### config.mk
export PLATFORM = sky130hd
export DESIGN_NAME = lge_ctrl
export DESIGN_NICKNAME = d
export VERILOG_FILES = /design/src/hdl/lge_pkg.sv /design/src/hdl/lge_ctrl.sv
export SDC_FILE = /design/constraint.sdc
export NUM_CORES = 1
export LEC_CHECK = 0
export BUFFER_PORTS_ARGS = -buffer_cell sky130_fd_sc_hd__buf_2
export CORE_AREA = 2 2 39 41
export DETAILED_ROUTE_END_ITERATION = 8
export DIE_AREA = 0 0 41 43
export GPL_TIMING_DRIVEN = 0
export PLACE_DENSITY = 0.56
export SYNTH_ARGS = -nofsm -noshare
export SYNTH_HDL_FRONTEND = slang
export SYNTH_SLANG_ARGS = --single-unit
### constraint.sdc
create_clock -name clk_i -period 1.52 [get_ports clk_i]
set_clock_uncertainty 0.05 [all_clocks]
set_input_delay 0.152 -clock clk_i [delete_from_list [all_inputs] [get_ports clk_i]]
set_output_delay 0.152 -clock clk_i [all_outputs]
set_load 0.03 [all_outputs]
### src/hdl/lge_pkg.sv
`timescale 1ns / 1ps
`default_nettype none
// ----------------------------------------------------------------------------
// lge_pkg: shared types and constants of the life grid generation engine
// Item codes, register indexes, field widths, controller states and the
// command/status groups between the controller and the datapath.
// ----------------------------------------------------------------------------
package lge_pkg;

  // Field widths of the item and register ports
  localparam int FUNC_W    = 2;
  localparam int ROW_W     = 6;
  localparam int COL_W     = 6;
  localparam int CFG_W     = 7;
  localparam int CFG_IDX_W = 1;

  // Register indexes
  localparam logic [CFG_IDX_W-1:0] REG_GRID_COLS = 1'b0;
  localparam logic [CFG_IDX_W-1:0] REG_GRID_ROWS = 1'b1;

  // Grid size after reset
  localparam logic [CFG_W-1:0] CFG_RESET_SIZE = 7'd30;

  // B3/S23 rule
  localparam logic [3:0] BIRTH_COUNT   = 4'd3;
  localparam logic [3:0] SURVIVE_COUNT = 4'd2;

  // Item operation codes
  typedef enum logic [FUNC_W-1:0] {
    FUNC_WRITE = 2'd0,
    FUNC_GEN   = 2'd1,
    FUNC_READ  = 2'd2
  } func_e;

  // Controller states
  typedef enum logic [2:0] {
    ST_CLEAR,
    ST_IDLE,
    ST_ACCESS,
    ST_WAIT,
    ST_GEN,
    ST_RESP
  } state_e;

  // Controller to datapath
  typedef struct packed {
    logic capture;     // latch the accepted item
    logic clr_step;    // clear one cell of both stores
    logic access;      // single-cell write or read issue
    logic read_latch;  // take the read data into the result
    logic gen_start;   // reset scan pointers and window
    logic gen_step;    // advance the generation scan
    logic flip;        // swap current and next store
    logic load_res;    // move the result into the output register
  } lge_cmd_t;

  // Datapath to controller
  typedef struct packed {
    logic clr_last;    // last cell of the clearing pass
    logic gen_last;    // last cell of the generation written
    logic slot_free;   // output register can take a result
  } lge_sts_t;

endpackage
`default_nettype wire

### src/hdl/lge_ctrl.sv
`timescale 1ns / 1ps
`default_nettype none
// ----------------------------------------------------------------------------
// lge_ctrl: sequencer of the life grid generation engine
// Runs the clearing pass after reset, takes one item at a time and steps
// the datapath through cell access, generation scan and result hand-off.
// ----------------------------------------------------------------------------
module lge_ctrl (
  input  wire logic                       clk_i,
  input  wire logic                       rst_ni,
  input  wire logic                       in_valid_i,
  input  wire logic [lge_pkg::FUNC_W-1:0] func_i,
  output      logic                       in_ready_o,
  input  wire lge_pkg::lge_sts_t          sts_i,
  output      lge_pkg::lge_cmd_t          cmd_o
);
  import lge_pkg::*;

  state_e state_q, state_d;

  // State register
  always_ff @(posedge clk_i or negedge rst_ni) begin
    if (!rst_ni) begin
      state_q <= ST_CLEAR;
    end else begin
      state_q <= state_d;
    end
  end

  // Next state
  always_comb begin
    state_d = state_q;
    unique case (state_q)
      ST_CLEAR: begin
        if (sts_i.clr_last) state_d = ST_IDLE;
      end
      ST_IDLE: begin
        if (in_valid_i) begin
          unique case (func_i)
            FUNC_WRITE, FUNC_READ: state_d = ST_ACCESS;
            FUNC_GEN:              state_d = ST_GEN;
            default:               state_d = ST_RESP;
          endcase
        end
      end
      ST_ACCESS: state_d = ST_WAIT;
      ST_WAIT:   state_d = ST_RESP;
      ST_GEN: begin
        if (sts_i.gen_last) state_d = ST_RESP;
      end
      ST_RESP: begin
        if (sts_i.slot_free) state_d = ST_IDLE;
      end
      default: state_d = ST_CLEAR;
    endcase
  end

  // Outputs
  always_comb begin
    cmd_o      = '0;
    in_ready_o = 1'b0;
    unique case (state_q)
      ST_CLEAR: cmd_o.clr_step = 1'b1;
      ST_IDLE: begin
        in_ready_o      = 1'b1;
        cmd_o.capture   = in_valid_i;
        cmd_o.gen_start = in_valid_i && (func_i == FUNC_GEN);
      end
      ST_ACCESS: cmd_o.access     = 1'b1;
      ST_WAIT:   cmd_o.read_latch = 1'b1;
      ST_GEN: begin
        cmd_o.gen_step = 1'b1;
        cmd_o.flip     = sts_i.gen_last;
      end
      ST_RESP:   cmd_o.load_res = sts_i.slot_free;
      default: begin
        cmd_o      = '0;
        in_ready_o = 1'b0;
      end
    endcase
  end

endmodule
`default_nettype wire

# == After elaboration in Yosys (flattened, before gate mapping) ==
# Index checks and enable logic that the tools add are counted.
# op_classes
n_eq_ne,11
n_reduce_logical,5
mux,14
# ops
cell,n
$pmux 3 s6,1
$mux 3,4
$ne 2x2->1 const B,4
$mux 1,7
$eq 3x2->1 const B,2
$eq 3x3->1 const B,2
$pmux 3 s2,1
$reduce_and 4->1,1
$eq 3x1->1 const B,1
$logic_not 3->1,1
$eq 2x1->1 const B,1
$eq 2x2->1 const B,1
$logic_not 2->1,1
$mux 2,1
$reduce_or 2->1,1
$logic_and 1x1->1,1
# totals
out_inout_bits,9
register_bits,3
input_bits,8
word_cells,31

# == Longest topological paths before layout ==
# depth
ltp_word,5
mapped_depth,4
mapped_depth_nobuf,3

# == Worst setup path before layout ==
# No wires, ideal clock.
# synth_path
path_kind,register to output
from,register state_q[1]
to,output port cmd_o[1] (netlist name)
t_arrival_ns,1.388
n_path_buf,0
setup_slack_ns,-0.070
t_required_ns,1.318
path_stages_with_launch,4
path_cell_list,dfrtp_1 -> nand2b_4 -> nor2_1 -> and2_1
# synth_lines
element,line_no,text
"start, declared",lge_ctrl.sv:19,"state_e state_q, state_d;"
"start signal, assigned",lge_ctrl.sv:26,state_q <= state_d;
"end, declared",lge_ctrl.sv:15,output lge_pkg::lge_cmd_t cmd_o

==> impl_metrics.xml <==
<?xml version="1.0" encoding="UTF-8"?>
<metrics>
  <group name="run_status">
    <metric name="run_status" unit="">completed</metric>
  </group>
  <group name="detailed_routing">
    <metric name="vias_per_cell" unit="">4.39</metric>
    <metric name="drt-pass1-iter-count" unit="">4</metric>
    <metric name="routed-via-count" unit="">307</metric>
    <metric name="ant_nets" unit="">0</metric>
    <metric name="post-route-drc-count" unit="">0</metric>
    <metric name="route.detailed.wl_per_inst" unit="µm">10.0</metric>
    <metric name="initialDrtViolationCount" unit="">6</metric>
    <metric name="wl" unit="µm">702</metric>
  </group>
  <group name="placement">
    <metric name="place.gp.congestion" unit="">0.636</metric>
    <metric name="pre_cts_ws" unit="ns">0.150</metric>
    <metric name="detailed_place_hpwl" unit="µm">512</metric>
    <metric name="dpl-instance-area" unit="µm²">373</metric>
    <metric name="buffer_ports.inserted" unit="">16</metric>
  </group>
  <group name="sta">
    <metric name="hold_ws" unit="ns">0.192</metric>
    <metric name="slew-limit-headroom" unit="%">82.9</metric>
    <metric name="final_hold_viol_count" unit="">0</metric>
    <metric name="worst_slew_pin_slew" unit="ns">0.253</metric>
    <metric name="fin_tns_setup" unit="ns">0</metric>
    <metric name="final_period_minus_worst_setup_slack" unit="ns">1.46</metric>
    <metric name="setup_viol" unit="">0</metric>
    <metric name="final_worst_setup_slack" unit="ns">0.0650</metric>
    <metric name="drv_slew" unit="">0</metric>
    <metric name="max_freq" unit="GHz">0.687</metric>
    <metric name="rsz0062_at_grt" unit="">false</metric>
    <metric name="final.period_utilization" unit="%">95.7</metric>
  </group>
  <group name="finish">
    <metric name="registers.top_by_ff_count" unit="">state_q</metric>
    <metric name="layout-area-overhead-vs-synth" unit="%">59.7</metric>
    <metric name="drive_gt1_share" unit="%">55.6</metric>
    <metric name="biggestRegsByFlops" unit="">state_q (3)</metric>
    <metric name="antennaDiodeCount" unit="">0</metric>
    <metric name="final_net_count" unit="">63</metric>
    <metric name="most-common-layout-cells" unit="">buf_2, nor2_1, clkbuf_4, buf_4</metric>
    <metric name="layout_commonest_cell" unit="">buf_2</metric>
    <metric name="largest_register_ffs" unit="">3</metric>
    <metric name="final_cell_area" unit="µm²">432</metric>
  </group>
  <group name="floorplan">
    <metric name="fp.dieH" unit="µm">43</metric>
    <metric name="initial_util" unit="%">19.5</metric>
    <metric name="placement_rows" unit="">14</metric>
    <metric name="die_width" unit="µm">41</metric>
    <metric name="floorplan.core_area" unit="mm²">0.00138</metric>
    <metric name="fp.dieArea" unit="mm²">0.00176</metric>
    <metric name="io_pins" unit="">17</metric>
  </group>
  <group name="yosys">
    <metric name="synth.yosys.seq_area_share" unit="%">27.8</metric>
    <metric name="syn-mean-instance-area" unit="µm²">8.72</metric>
    <metric name="syn-instance-count" unit="">31</metric>
    <metric name="syn-num-nets" unit="">39</metric>
    <metric name="postSynthRegisterBits" unit="">3</metric>
    <metric name="synth_area" unit="µm²">270</metric>
    <metric name="synth.yosys.warnings" unit="">0</metric>
    <metric name="post_synth_num_cell_types" unit="">21</metric>
  </group>
  <group name="global_routing">
    <metric name="global_route.overflow_total" unit="">0</metric>
    <metric name="grt_max_degree" unit="">11</metric>
    <metric name="track_usage" unit="%">8.71</metric>
    <metric name="grt_antenna_before_repair" unit="">0</metric>
    <metric name="grt_pass1_vias" unit="">273</metric>
    <metric name="wire_length_of_the_first_global_routing_pass" unit="mm">1.01</metric>
  </group>
  <group name="power">
    <metric name="power_density" unit="mW/mm²">2060</metric>
    <metric name="clock_power_share" unit="%">15.5</metric>
    <metric name="leakage_power_of_the_design" unit="nW">0.215</metric>
    <metric name="p_int" unit="mW">0.460</metric>
    <metric name="power.share.sequential" unit="%">14.8</metric>
    <metric name="peakVddDrop" unit="V">0.000501</metric>
    <metric name="p_switching" unit="mW">0.430</metric>
    <metric name="finalPower" unit="mW">0.890</metric>
    <metric name="swShare" unit="%">48.4</metric>
    <metric name="pwr-share-comb" unit="%">69.7</metric>
  </group>
  <group name="clocking">
    <metric name="clock_buffer_count_from_cts" unit="">3</metric>
    <metric name="cts_root_buf" unit="">clkbuf_4</metric>
    <metric name="cts_tree" unit="">built</metric>
    <metric name="cts_sinks" unit="">3</metric>
    <metric name="clk_transition_reported_paths" unit="ns">0.04</metric>
    <metric name="cts_htree_levels" unit="">1</metric>
    <metric name="clock_path_buffers" unit="">2</metric>
    <metric name="worstSkewPairLatency" unit="ns">0.23</metric>
  </group>
  <group name="worst_hold_path">
    <metric name="hold_path.class" unit="">in2async</metric>
  </group>
  <group name="critical_path">
    <metric name="rr_endpoint" unit="">state_q[0]</metric>
    <metric name="timing.rr.start" unit="">state_q[1]</metric>
    <metric name="timing.critical_path.arrival" unit="ns">1.25</metric>
    <metric name="critical_path_endpoint_category" unit="">output port</metric>
    <metric name="rrSetupSlack" unit="ns">0.41</metric>
    <metric name="worstSetupEndpoint" unit="">cmd_o[3]</metric>
    <metric name="startpoint" unit="">state_q[1]</metric>
    <metric name="worst-endpoint-required" unit="ns">1.32</metric>
    <metric name="timing.reg2reg.worst_path_depth" unit="">3</metric>
    <metric name="worst-path-max-fanout" unit="">3</metric>
    <metric name="setup.worst_path.start_class" unit="">flip-flop</metric>
    <metric name="criticalPathCategory" unit="">reg2out</metric>
  </group>
  <group name="job">
    <metric name="drv.max_cap_violation_count" unit="">0</metric>
  </group>
</metrics>
## power by group through the flow
stage	clock network, mW	registers [mW]	logic, mW
finish	0.138	0.132	0.620
detailed placement	0	0.136	0.579
global route	0.146	0.134	0.669
global placement	0	0.137	0.577
floorplan	0	0.132	0.452
CTS	0.143	0.129	0.618
## critical path: stages (launching register included)
cell and delay, ns:
dfrtp_2 0.41, nand3b_1 0.19, nor4b_2 0.22, buf_4 0.20
## Yosys cell counts (all sizes together)
| master | instances | area [µm²] |
|---|---|---|
| o311ai | 1 | 8.76 |
| dfrtp | 3 | 75.1 |
| a211oi | 1 | 7.51 |
| nor2b | 2 | 12.5 |
| or3 | 1 | 6.26 |
| nand3b | 1 | 7.51 |
| nand2b | 3 | 33.8 |
| inv | 2 | 7.50 |
| a2bb2oi | 1 | 8.76 |
| buf | 2 | 18.8 |
| o22ai | 1 | 6.26 |
| nor2 | 5 | 18.8 |
| a21o | 1 | 7.51 |
| and2 | 2 | 12.5 |
| nor4b | 1 | 15.0 |
| a21oi | 2 | 13.8 |
| nor3 | 2 | 10.0 |
## worst min path at each step
stage | from | end | slack (ns) | cells after the start
3_5_place_dp | rst_ni | state_q[2] | -0.1 | 1
2_1_floorplan | rst_ni | state_q[0] | -0.19 | 0
4_1_cts | rst_ni | state_q[0] | 0.19 | 2
5_1_grt | in_valid_i | state_q[2] | 0.22 | 3
6_report | rst_ni | state_q[2] | 0.19 | 2
3_3_place_gp | rst_ni | state_q[2] | -0.10 | 1
## logic make-up after synthesis
kind of cell,after synthesis,share of synthesized area (%)
AO/OA/AOI/OAI,7,19.4
buffers and inverters,4,9.72
flip-flops,3,27.8
AND/OR/NAND/NOR,17,43.1
## cell type report
type	count	area, µm²
multi-input combinational	24	171
sequential	3	76.3
fill	158	952
buffer	2	22.5
tap	16	20.0
timing repair buffer	19	108
clock buffer	4	26.3
inverter	2	7.51
## routing by layer
layer / up-vias / part of all wire, % / wire (µm) / track usage [%]
li1: 153 / - / - / -
met1: 143 / 41 / 291 / 9.87
met2: 11 / 53 / 372 / 12.8
met3: 0 / 5.4 / 38 / 1.57
met4: 0 / 0 / 0 / 8.00
met5: - / 0 / 0 / 0
## through the flow
step / instances / util [%]
floorplan: 31 / -
global placement: 63 / 26.9
detailed placement: 63 / 26.9
CTS: 70 / 30.9
global route: 70 / 31.2
finish: 70 / 31.2
## what timing repair did
item,CTS,global route
hold buffers,1,0
pin swaps,0,1
setup buffers,2,0
setup endpoints to repair,1,1
hold endpoints to repair,3,0
gates resized for setup,2,1
No activity file was read; power rests on OpenSTA's default activity.
